**config.mk**
```make
export PLATFORM = sky130hd
export DESIGN_NAME = periodic_task_dispatcher_core
export DESIGN_NICKNAME = d
export VERILOG_FILES = /design/src/ptd_pkg.sv /design/src/periodic_task_dispatcher_core.sv
export SDC_FILE = /design/constraint.sdc
export NUM_CORES = 1
export LEC_CHECK = 0
export ABC_CLOCK_PERIOD_IN_PS = 4200
export BUFFER_PORTS_ARGS = -buffer_cell sky130_fd_sc_hd__buf_2
export CAP_MARGIN = 15
export CORE_ASPECT_RATIO = 0.6
export CORE_UTILIZATION = 50
export CTS_CLUSTER_SIZE = 8
export DETAILED_ROUTE_END_ITERATION = 10
export GPL_TIMING_DRIVEN = 0
export PLACE_DENSITY_LB_ADDON = 0.15
export RECOVER_POWER = 50
export SYNTH_ARGS = -nofsm -noshare
export SYNTH_HDL_FRONTEND = slang
export SYNTH_SLANG_ARGS = --single-unit
```
**constraint.sdc**
```tcl
create_clock -name aclk -period 4.2 [get_ports aclk]
set_input_delay 1.05 -clock aclk [delete_from_list [all_inputs] [get_ports aclk]]
set_output_delay 1.05 -clock aclk [all_outputs]
set_load 0.005 [all_outputs]
```
**src/ptd_pkg.sv**
```systemverilog
// Package for the periodic task dispatcher: opcodes, error codes and
// shared constants. No dependencies.
package ptd_pkg;

    localparam int MAX_RESULTS = 8;
    localparam logic [6:0] SLOT_NONE = 7'h7F;

    typedef enum logic [2:0] {
        OP_CREATE  = 3'd0,
        OP_DELETE  = 3'd1,
        OP_SUSPEND = 3'd2,
        OP_RESUME  = 3'd3,
        OP_TICK    = 3'd4
    } opcode_t;

    typedef enum logic [2:0] {
        ERR_NONE      = 3'd0,
        ERR_NO_HANDLER = 3'd1,
        ERR_FULL      = 3'd2,
        ERR_RANGE     = 3'd3,
        ERR_NO_TASK   = 3'd4,
        ERR_SUSPENDED = 3'd5,
        ERR_RUNNING   = 3'd6
    } error_t;

    // Register byte addresses on the configuration port
    localparam logic [2:0] ADDR_TICK_DEC = 3'd0;

endpackage

```
**src/periodic_task_dispatcher_core.sv**
```systemverilog
// Periodic task dispatcher: task table with create/delete/suspend/resume
// commands and a tick that counts down and dispatches up to MAX_RESULTS ready tasks in priority order.
// Depends on ptd_pkg.
// A command is latched in S_IDLE and its reply is loaded into the output register
// from S_CMD once the output register is free. A tick runs a countdown pass over
// the task memory, then for each dispatched task a priority sweep over the task
// memory and an emit state.
// One item is worked on at a time; the next is accepted once the previous is
// done, while its last result may still wait in the output register.
// Reset (aresetn low, synchronous) empties the table, clears high-water and
// sets the tick decrement to 1. The task memory is not cleared.
module periodic_task_dispatcher_core
    import ptd_pkg::*;
#(
    parameter int MAX_TASKS = 8
) (
    input  logic        aclk,
    input  logic        aresetn,
    // opcode[2:0], task_id[10:3], period[18:11], priority_req[26:19],
    // has_handler[27], zero fill[31:28]
    input  logic [31:0] s_tdata,
    input  logic        s_tvalid,
    output logic        s_tready,
    // is_dispatch[0], ok[1], error_code[4:2], slot[11:5], zero fill[15:12]
    output logic [15:0] m_tdata,
    output logic        m_tlast,
    output logic        m_tvalid,
    input  logic        m_tready,
    input  logic        psel,
    input  logic        penable,
    input  logic        pwrite,
    input  logic [2:0]  paddr,
    input  logic [31:0] pwdata,
    output logic [31:0] prdata,
    output logic        pready
);

    localparam int IW = (MAX_TASKS > 1) ? $clog2(MAX_TASKS) : 1;
    localparam int CW = $clog2(MAX_TASKS + 1);

    typedef enum logic [2:0] {S_IDLE, S_CMD, S_SCAN, S_SEL, S_EMIT} state_t;

    state_t               state_reg;
    logic [7:0]           tick_dec_reg;
    logic [MAX_TASKS-1:0] exists_reg, susp_reg, ready_reg;
    logic [CW-1:0]        hw_reg;
    logic [CW-1:0]        n_ready_reg;
    logic [3:0]           emit_cnt_reg;
    logic [IW:0]          sweep_reg;
    logic                 rd_valid_reg;
    logic [IW-1:0]        rd_slot_reg;
    logic                 best_valid_reg;
    logic [IW-1:0]        best_slot_reg;
    logic [7:0]           best_pri_reg, best_rel_reg;

    // Latched input item
    logic [2:0]           op_reg;
    logic [7:0]           id_reg, period_reg, prio_reg;
    logic                 handler_reg;

    // Output register
    logic                 m_valid_reg, m_last_reg;
    logic [11:0]          m_data_reg;

    // Task memory: {priority, reload, countdown}
    logic [23:0]          mem [MAX_TASKS];
    logic [23:0]          rdata_reg;
    logic                 mem_we;
    logic [IW-1:0]        mem_waddr;
    logic [23:0]          mem_wdata;

    logic                 out_free;
    logic                 out_load;
    logic [7:0]           rd_cd, rd_rel, rd_pri, new_cd;
    logic                 rd_active;
    logic                 free_found;
    logic [IW-1:0]        free_idx;
    logic                 hw_full;
    logic                 id_ok;
    logic [IW-1:0]        id_idx;
    logic                 create_ok;
    logic [IW-1:0]        create_idx;
    logic [3:0]           n_cap;
    logic                 sweep_issue;

    assign s_tready = (state_reg == S_IDLE);
    assign m_tvalid = m_valid_reg;
    assign m_tlast  = m_last_reg;
    assign m_tdata  = {4'd0, m_data_reg};
    assign pready   = 1'b1;
    assign prdata   = (paddr == ADDR_TICK_DEC) ? {24'd0, tick_dec_reg} : 32'd0;
    assign out_free = !m_valid_reg || m_tready;
    assign out_load = out_free && ((state_reg == S_CMD) || (state_reg == S_EMIT));

    assign rd_cd  = rdata_reg[7:0];
    assign rd_rel = rdata_reg[15:8];
    assign rd_pri = rdata_reg[23:16];
    assign new_cd = (rd_cd >= tick_dec_reg) ? rd_cd - tick_dec_reg : 8'd0;
    assign rd_active = exists_reg[rd_slot_reg] && !susp_reg[rd_slot_reg];
    assign sweep_issue = (32'(sweep_reg) < MAX_TASKS);

    assign hw_full = (32'(hw_reg) >= MAX_TASKS);
    assign id_ok   = (32'(id_reg) < MAX_TASKS);
    assign id_idx  = id_reg[IW-1:0];
    assign n_cap   = (32'(n_ready_reg) > MAX_RESULTS) ? 4'(MAX_RESULTS) : 4'(n_ready_reg);

    // Find the lowest free slot below high-water
    always_comb begin
        free_found = 1'b0;
        free_idx   = '0;
        for (int i = MAX_TASKS - 1; i >= 0; i--) begin
            if (!exists_reg[i] && (i < 32'(hw_reg))) begin
                free_found = 1'b1;
                free_idx   = IW'(i);
            end
        end
    end

    assign create_ok  = handler_reg && (free_found || !hw_full);
    assign create_idx = free_found ? free_idx : hw_reg[IW-1:0];

    // Select the memory write for this cycle
    always_comb begin
        mem_we    = 1'b0;
        mem_waddr = create_idx;
        mem_wdata = {prio_reg, period_reg, period_reg};
        unique case (state_reg)
            S_CMD: begin
                mem_we = out_free && (op_reg == OP_CREATE) && create_ok;
            end
            S_SCAN: begin
                mem_we    = rd_valid_reg && rd_active;
                mem_waddr = rd_slot_reg;
                mem_wdata = {rd_pri, rd_rel, new_cd};
            end
            S_EMIT: begin
                mem_we    = out_free;
                mem_waddr = best_slot_reg;
                mem_wdata = {best_pri_reg, best_rel_reg, best_rel_reg};
            end
            default: begin
                mem_we = 1'b0;
            end
        endcase
    end

    // Task memory with registered read
    always_ff @(posedge aclk) begin
        if (mem_we) begin
            mem[mem_waddr] <= mem_wdata;
        end
        rdata_reg <= mem[sweep_reg[IW-1:0]];
    end

    // Control sequencer and output register
    always_ff @(posedge aclk) begin
        if (!aresetn) begin
            state_reg      <= S_IDLE;
            tick_dec_reg   <= 8'd1;
            exists_reg     <= '0;
            susp_reg       <= '0;
            ready_reg      <= '0;
            hw_reg         <= '0;
            n_ready_reg    <= '0;
            emit_cnt_reg   <= '0;
            sweep_reg      <= '0;
            rd_valid_reg   <= 1'b0;
            best_valid_reg <= 1'b0;
            m_valid_reg    <= 1'b0;
        end else begin
            // Configuration write
            if (psel && penable && pwrite && (paddr == ADDR_TICK_DEC)) begin
                tick_dec_reg <= pwdata[7:0];
            end

            // Load a new result, or drop the one taken
            if (out_load) begin
                m_valid_reg <= 1'b1;
            end else if (m_tready) begin
                m_valid_reg <= 1'b0;
            end

            // Track the read in flight
            rd_valid_reg <= sweep_issue && ((state_reg == S_SCAN) || (state_reg == S_SEL));
            rd_slot_reg  <= sweep_reg[IW-1:0];

            unique case (state_reg)
                S_IDLE: begin
                    if (s_tvalid) begin
                        op_reg      <= s_tdata[2:0];
                        id_reg      <= s_tdata[10:3];
                        period_reg  <= s_tdata[18:11];
                        prio_reg    <= s_tdata[26:19];
                        handler_reg <= s_tdata[27];
                        sweep_reg   <= '0;
                        n_ready_reg <= '0;
                        ready_reg   <= '0;
                        emit_cnt_reg <= '0;
                        if (s_tdata[2:0] == OP_TICK) begin
                            state_reg <= S_SCAN;
                        end else if (s_tdata[2:0] > OP_TICK) begin
                            state_reg <= S_IDLE;
                        end else begin
                            state_reg <= S_CMD;
                        end
                    end
                end

                S_CMD: begin
                    if (out_free) begin
                        m_last_reg  <= 1'b1;
                        state_reg   <= S_IDLE;
                        if (op_reg == OP_CREATE) begin
                            if (!handler_reg) begin
                                m_data_reg <= {SLOT_NONE, ERR_NO_HANDLER, 1'b0, 1'b0};
                            end else if (!create_ok) begin
                                m_data_reg <= {SLOT_NONE, ERR_FULL, 1'b0, 1'b0};
                            end else begin
                                exists_reg[create_idx] <= 1'b1;
                                susp_reg[create_idx]   <= 1'b0;
                                if (!free_found) begin
                                    hw_reg <= hw_reg + 1'b1;
                                end
                                m_data_reg <= {7'(create_idx), ERR_NONE, 1'b1, 1'b0};
                            end
                        end else if (!id_ok) begin
                            m_data_reg <= {SLOT_NONE, ERR_RANGE, 1'b0, 1'b0};
                        end else if (!exists_reg[id_idx]) begin
                            m_data_reg <= {SLOT_NONE, ERR_NO_TASK, 1'b0, 1'b0};
                        end else if (op_reg == OP_DELETE) begin
                            exists_reg[id_idx] <= 1'b0;
                            m_data_reg <= {7'(id_idx), ERR_NONE, 1'b1, 1'b0};
                        end else if (op_reg == OP_SUSPEND) begin
                            if (susp_reg[id_idx]) begin
                                m_data_reg <= {SLOT_NONE, ERR_SUSPENDED, 1'b0, 1'b0};
                            end else begin
                                susp_reg[id_idx] <= 1'b1;
                                m_data_reg <= {7'(id_idx), ERR_NONE, 1'b1, 1'b0};
                            end
                        end else begin
                            if (!susp_reg[id_idx]) begin
                                m_data_reg <= {SLOT_NONE, ERR_RUNNING, 1'b0, 1'b0};
                            end else begin
                                susp_reg[id_idx] <= 1'b0;
                                m_data_reg <= {7'(id_idx), ERR_NONE, 1'b1, 1'b0};
                            end
                        end
                    end
                end

                // Countdown pass: read, subtract, write back, mark ready
                S_SCAN: begin
                    if (sweep_issue) begin
                        sweep_reg    <= sweep_reg + 1'b1;
                    end
                    if (rd_valid_reg && rd_active && (new_cd == 8'd0)) begin
                        ready_reg[rd_slot_reg] <= 1'b1;
                        n_ready_reg <= n_ready_reg + 1'b1;
                    end
                    if (!sweep_issue && !rd_valid_reg) begin
                        sweep_reg      <= '0;
                        best_valid_reg <= 1'b0;
                        state_reg      <= (n_ready_reg == '0) ? S_IDLE : S_SEL;
                    end
                end

                // Priority sweep over ready slots
                S_SEL: begin
                    if (sweep_issue) begin
                        sweep_reg    <= sweep_reg + 1'b1;
                    end
                    if (rd_valid_reg && ready_reg[rd_slot_reg] &&
                        (!best_valid_reg || (rd_pri < best_pri_reg))) begin
                        best_valid_reg <= 1'b1;
                        best_slot_reg  <= rd_slot_reg;
                        best_pri_reg   <= rd_pri;
                        best_rel_reg   <= rd_rel;
                    end
                    if (!sweep_issue && !rd_valid_reg) begin
                        state_reg <= S_EMIT;
                    end
                end

                // Emit the winner and reload its countdown
                S_EMIT: begin
                    if (out_free) begin
                        m_last_reg  <= (emit_cnt_reg + 1'b1 == n_cap);
                        m_data_reg  <= {7'(best_slot_reg), ERR_NONE, 1'b1, 1'b1};
                        ready_reg[best_slot_reg] <= 1'b0;
                        emit_cnt_reg   <= emit_cnt_reg + 1'b1;
                        sweep_reg      <= '0;
                        best_valid_reg <= 1'b0;
                        state_reg <= (emit_cnt_reg + 1'b1 == n_cap) ? S_IDLE : S_SEL;
                    end
                end

                default: begin
                    state_reg <= S_IDLE;
                end
            endcase
        end
    end

endmodule

```
==> results of run 1 <==
power breakdown:
| part | internal (W) | switching, W | total [W] |
|---|---|---|---|
| Clock | 0.00211 | 0.00138 | 0.00348 |
| Combinational | 0.000211 | 0.000322 | 0.000533 |
| Sequential | 0.00359 | 0.0000291 | 0.00362 |
| Total | 0.00591 | 0.00173 | 0.00763 |
kinds of logic after synthesis:
| family | after synthesis | synth area share [%] |
|---|---|---|
| AOI/OAI and AO/OA | 184 | 9.461 |
| xor gates and xnor gates | 15 | 0.8973 |
| adders and majority gates | 25 | 2.188 |
| buffers and inverters | 121 | 4.042 |
| DFF | 330 | 62.35 |
| muxes | 95 | 11.26 |
| other | 2 | 0.05130 |
| and+or+nand+nor | 287 | 9.752 |
final cells by class:
cell class,count,area [sq um]
clock buffer,83,1311
inverter,35,131.4
sequential,330,9129
timing repair buffer,78,539.3
tap,375,469.2
buffer,86,452.9
clock inverter,4,62.56
multi-input combinational,636,5066
fill,2262,11610
synth_stat cells (6+ instances only):
master | instances | area, sq um
sky130_fd_sc_hd__edfxtp_1 | 252 | 7567
sky130_fd_sc_hd__nand2_1 | 82 | 307.8
sky130_fd_sc_hd__dfxtp_1 | 78 | 1562
sky130_fd_sc_hd__nor2_1 | 67 | 251.5
sky130_fd_sc_hd__mux4_2 | 53 | 1194
sky130_fd_sc_hd__clkbuf_1 | 39 | 146.4
sky130_fd_sc_hd__a21oi_1 | 34 | 170.2
sky130_fd_sc_hd__inv_1 | 34 | 127.6
sky130_fd_sc_hd__buf_4 | 33 | 247.7
sky130_fd_sc_hd__nor3_1 | 27 | 135.1
sky130_fd_sc_hd__mux2_2 | 26 | 292.8
sky130_fd_sc_hd__ha_1 | 24 | 300.3
sky130_fd_sc_hd__o21ai_0 | 24 | 120.1
sky130_fd_sc_hd__nand3_1 | 20 | 100.1
sky130_fd_sc_hd__a22oi_1 | 17 | 127.6
sky130_fd_sc_hd__nand2b_1 | 16 | 100.1
sky130_fd_sc_hd__mux2i_1 | 15 | 150.1
sky130_fd_sc_hd__a31oi_1 | 14 | 87.58
sky130_fd_sc_hd__and2_1 | 14 | 87.58
sky130_fd_sc_hd__nor2b_1 | 14 | 87.58
sky130_fd_sc_hd__xnor2_1 | 11 | 96.34
sky130_fd_sc_hd__a32o_1 | 10 | 100.1
sky130_fd_sc_hd__and4_1 | 9 | 78.83
sky130_fd_sc_hd__buf_1 | 8 | 30.03
sky130_fd_sc_hd__nand3b_1 | 7 | 52.55
sky130_fd_sc_hd__a21o_1 | 6 | 45.04
cell usage in the layout, fill, tap and decap left out, types with 29 or more instances in the layout:
cell type and n:
sky130_fd_sc_hd__a21oi_1 34, sky130_fd_sc_hd__buf_2 62, sky130_fd_sc_hd__buf_4 30, sky130_fd_sc_hd__clkbuf_1 91, sky130_fd_sc_hd__clkbuf_16 47, sky130_fd_sc_hd__conb_1 29, sky130_fd_sc_hd__dfxtp_1 78, sky130_fd_sc_hd__edfxtp_1 252
sky130_fd_sc_hd__inv_1 35, sky130_fd_sc_hd__mux4_2 53, sky130_fd_sc_hd__nand2_1 82, sky130_fd_sc_hd__nor2_1 61
layer usage:
layer / vias to the layer above / wire (um) / track usage, %
met2: 477 / 14790 / 33.39
met4: 0 / 422 / 5.172
li1: 4352 / - / -
met5: - / 0 / 0
met3: 46 / 3470 / 6.049
met1: 4796 / 17580 / 39.16
worst paths after layout:
path	endpoint	cells past startpoint	slack (ns)
setup / recovery	mem[6][16]	8	0.30
hold / removal	best_rel_reg[6]	0	0.43
setup reg to reg	mem[6][16]	8	0.30
hold reg to reg	best_rel_reg[6]	0	0.43
stage by stage:
step / hold slack, ns / TNS, ns / worst slack (ns) / cells
3_5_place_dp: 0.4155 / -2.502 / -0.1576 / 1537
5_1_grt: 0.4392 / 0 / 0.1656 / 1627
3_3_place_gp: 0.4095 / -226.52 / -1.214 / 1529
6_report: 0.4338 / 0 / 0.2957 / 1627
4_1_cts: 0.4284 / 0 / 0.01364 / 1625
2_1_floorplan: 0.4064 / 0 / 0.4911 / 1086
repair_timing:
action | in CTS | in global routing
pin swaps | 0 | 1
cloned | 1 | 0
setup buffers | 0 | 1
gates resized for setup | 1 | 1
endpoints found under the setup margin | 24 | 59
==> flow_summary.ini, run 1 <==
[global_route]
first_global_vias = 9068
maximum_number_of_pins_on_one_net_before_global_route_repair = 25
number_of_antenna_violations_at_the_first_check_in_global_routing = 0
grtUsageTotal_pct = 24.50
first_pass_grt_wire_length_mm = 54.68
globalRouteOverflowTotal = 0

[clocking]
cts_bufs_inserted = 47
htree_levels = 2
number_of_buffers_inserted_by_hold_repair_at_cts = 0
path_clk_slew_ns = 0.05
clock_tree_from_tritoncts = done
clock_tree.root_cell = sky130_fd_sc_hd__clkbuf_16
cts_max_path_buffers = 3
insertion_delay_ns = 0.55
numClockSinks = 330

[critical_path]
critical_path.endpoint_type = register
worstPathMaxFanout = 14
critical-path-top-delay-family = simple AND/OR/NAND/NOR gates
worst_setup_path_start_kind = register
critical_path_class = register to register
critPathMaxStageDelay_ns = 0.81
timing.rr.start = state_reg[2]
crit_chain = nand2b_1 -> nor2_1 -> nand3_1 -> nor4_1 -> or3_1 -> nand2_1 -> nor3_4 -> buf_16
critPathRequiredTime_ns = 4.45
cpMaxStageDelayCell = sky130_fd_sc_hd__nor4_1
arrival_ns = 4.15
wp_buf_inv = 1
crit_start = state_reg[2]

[run]
cap_violations = 0

[yosys]
synth.distinct_cells = 83
yosys_warnings = 0
synth_edf_count = 252
yosys_register_bits = 330
synth.yosys.seq_area_share_pct = 62.35
synth_async_sr_flop_share_pct = 0
ys.flop_type = sky130_fd_sc_hd__edfxtp_1
synthCells = 1059
synth.cell_area_sq_um = 14640
synth_area_per_cell_sq_um = 13.82

[floorplanning]
initial_core_util_pct = 50.89
die_area_sq_um = 29990
die_y_um = 134.5
number_of_rows_in_the_core_area = 48
design.core.area_sq_um = 28770
die_w_um = 222.9
boundaryPins = 126

[finish]
final_design_area_no_fill_sq_um = 17160
layout-area-overhead-vs-synth_pct = 17.22
drive_above_1_share_pct = 20.61
numnets_final = 1313
finalCoreUtilization_pct = 59.66
largest_reg_flops = 192
antenna-diode-count = 0

[route]
drc_errors = 0
postRouteWirelength_mm = 36.27
dr_total_vias = 9671
detailedRoute.firstPassIterationCount = 6
initialDrtViolationCount = 1095
vias_per_cell = 5.944
detail-route-antenna-nets = 0
post_drt_wl_per_cell_um = 22.29

[power]
report.power.total_w = 0.007634
p_leak_nw = 5.956
max-vdd-ir-drop_mv = 0.4185
power.density_nw_per_um2 = 444.8

[timing]
clock_skew_ns = 0.01326
timing_max_transition_violations_final = 0
report.final.hold_viol_count = 0
max_freq_mhz = 256.1
final.min_clock_period_ns = 3.904
worst_slew_pin_slew_ns = 1.227
final.period_utilization_pct = 92.96
grt_setup_unrepaired = no
maxSlewHeadroom_pct = 17.93
report.final.setup_viol = 0

[min_path]
timing.hold.worst.start = rdata_reg[14]
hold_path_class = register to register

[place]
gpl.final_weighted_congestion = 0.9177
placement.cell_area_sq_um = 15820
numPortBuffers = 68
hpwlAfterDp_mm = 24.59

[outcome]
outcome = completed
(Power assumes the default switching activity.)
==> run 2: changes to the inputs <==
--- a/config.mk
+++ b/config.mk
@@ -5,7 +5,7 @@
 export SDC_FILE = /design/constraint.sdc
 export NUM_CORES = 1
 export LEC_CHECK = 0
-export ABC_CLOCK_PERIOD_IN_PS = 4200
+export ABC_CLOCK_PERIOD_IN_PS = 3600
 export BUFFER_PORTS_ARGS = -buffer_cell sky130_fd_sc_hd__buf_2
 export CAP_MARGIN = 15
 export CORE_ASPECT_RATIO = 0.6
==> constraint.sdc (replaced) <==
create_clock -name aclk -period 3.6 [get_ports aclk]
set_input_delay 0.9 -clock aclk [delete_from_list [all_inputs] [get_ports aclk]]
set_output_delay 0.9 -clock aclk [all_outputs]
set_load 0.005 [all_outputs]
==> run 2 against run 1 <==
Net effect:
- non-clock buffer count is 11 higher
- critical path type unchanged
- clock skew is 0.0018 ns higher
- register-to-register slack got worse by 0.21 ns
- cell count up 0.68%
- sequential share of layout area is 0.48 points lower
==> flow_summary.ini, run 2 (synthesized netlist as in run 1, its figures left out) <==
[outcome]
outcome = completed

[clocking]
cts_bufs_inserted = 47
clock_tree_from_tritoncts = done
clock_tree.root_cell = sky130_fd_sc_hd__clkbuf_16
numClockSinks = 330
insertion_delay_ns = 0.55
cts_max_path_buffers = 3
path_clk_slew_ns = 0.05
htree_levels = 2

[finish]
n_fill_cell = 2240
post_layout_nonfiller_instances = 1638
finalCoreUtilization_pct = 60.19
layout-area-overhead-vs-synth_pct = 18.28
final_common_cell = sky130_fd_sc_hd__edfxtp_1
layout.cells.most_common_list = sky130_fd_sc_hd__edfxtp_1, sky130_fd_sc_hd__clkbuf_1, sky130_fd_sc_hd__nand2_1
largest_reg_flops = 192
antenna-diode-count = 0
drive_above_1_share_pct = 22.01
numnets_final = 1324

[route]
drc_errors = 0
highest_layer = met4
met2RoutedLength_mm = 15.12
initialDrtViolationCount = 1032
postRouteWirelength_mm = 36.55
wirelength_met1_mm = 17.33
dr_total_vias = 9718
detail-route-antenna-nets = 0
vias_per_cell = 5.933
post_drt_wl_per_cell_um = 22.31
detailroute.wirelength.met3_mm = 3.762
detailedRoute.firstPassIterationCount = 8

[critical_path]
cpMaxStageDelayCell = sky130_fd_sc_hd__nor2_1
critical_path.endpoint_type = register
worstPathMaxFanout = 8
critPathMaxStageDelay_ns = 0.67
timing.reg2reg.worst_path_depth = 8
cp_num_cells = 8
crit_chain = nand2b_1 -> nor2_1 -> nand3_1 -> nor4_2 -> or3_1 -> nand2b_1 -> nor3_4 -> buf_4
arrival_ns = 3.76
worst_setup_path_start_kind = register
critical_path_class = register to register
critical-path-top-delay-family = simple AND/OR/NAND/NOR gates
worst_path_most_repeated_cell = sky130_fd_sc_hd__nand2b_1
wp_buf_inv = 1
critPathRequiredTime_ns = 3.85

[floorplanning]
die_y_um = 134.5
boundaryPins = 126
die_w_um = 222.9
design.core.area_sq_um = 28770
die_area_sq_um = 29990
number_of_rows_in_the_core_area = 48
initial_core_util_pct = 50.89

[timing]
final.min_clock_period_ns = 3.518
report.final.setup_viol = 0
timing_max_transition_violations_final = 0
final.period_utilization_pct = 97.72
worst_slew_pin_slew_ns = 1.198
clock_skew_ns = 0.01511
maxSlewHeadroom_pct = 19.81
report.final.hold_viol_count = 0
max_freq_mhz = 284.3
grt_setup_unrepaired = no

[power]
max-vdd-ir-drop_mv = 0.4885
power.density_nw_per_um2 = 514.3
p_leak_nw = 6.026

[global_route]
globalRouteOverflowTotal = 0
maximum_number_of_pins_on_one_net_before_global_route_repair = 25
number_of_antenna_violations_at_the_first_check_in_global_routing = 0
grtUsageTotal_pct = 24.65
first_global_vias = 9117
first_pass_grt_wire_length_mm = 55.06

[place]
numPlacedInstances = 1537
numPortBuffers = 68
gpl.final_weighted_congestion = 0.9177
hpwlAfterDp_mm = 24.59

[run]
cap_violations = 0

[min_path]
min_path_cells = 0
hold_path_class = register to register
[run 2: worst paths after layout]
path,from,endpoint,slack (ns)
worst max-delay path,state_reg[2],mem[4][1],0.08
worst min-delay path,rdata_reg[14],best_rel_reg[6],0.43
worst max register to register,state_reg[2],mem[4][1],0.08
worst min register to register,rdata_reg[14],best_rel_reg[6],0.43
[run 2: per-layer routing]
layer  global-route usage, %  up-vias
li1                        -     4377
met1                   39.25     4816
met2                   33.87      492
met3                   6.049       33
met4                   5.057        0
met5                       0        -
[run 2: area by class of cell]
cell class	instances	area, sq um	share of cell area, %
Buffer	86	462.9	2.673
Clock buffer	83	1311	7.572
Clock inverter	4	62.56	0.3613
Inverter	35	131.4	0.7587
Multi-Input combinational cell	636	5101	29.46
Sequential cell	330	9129	52.72
Tap cell	375	469.2	2.710
Timing Repair Buffer	89	649.4	3.750
[run 2: through the flow]
step	power [W]	area (sq um)	setup TNS [ns]	hold slack, ns	setup WS, ns
6_report	0.008906	17320	0	0.4325	0.08219
3_5_place_dp	0.004908	15820	-56.73	0.4155	-0.6177
4_1_cts	0.008969	17350	0	0.4284	0.02828
3_3_place_gp	0.004890	15560	-326.83	0.4095	-1.673
5_1_grt	0.009188	17320	0	0.4392	0.007228
2_1_floorplan	0.004704	14750	-4.155	0.4064	-0.05521
[run 2: report_power, final]
group,internal [W],leakage [nW],switching (W),total (W)
Sequential,0.00419,2.91,0.0000345,0.00422
Combinational,0.000247,2.47,0.000377,0.000623
Clock,0.00246,0.645,0.00160,0.00406
Total,0.00689,6.03,0.00202,0.00891
[run 2: what timing repair did]
item	4_1_cts	5_1_grt
gates cloned	1	0
resized for setup	6	4
endpoints found under the setup margin	190	182
pin swaps	6	1
setup buffers	9	3
hold buffers	0	0
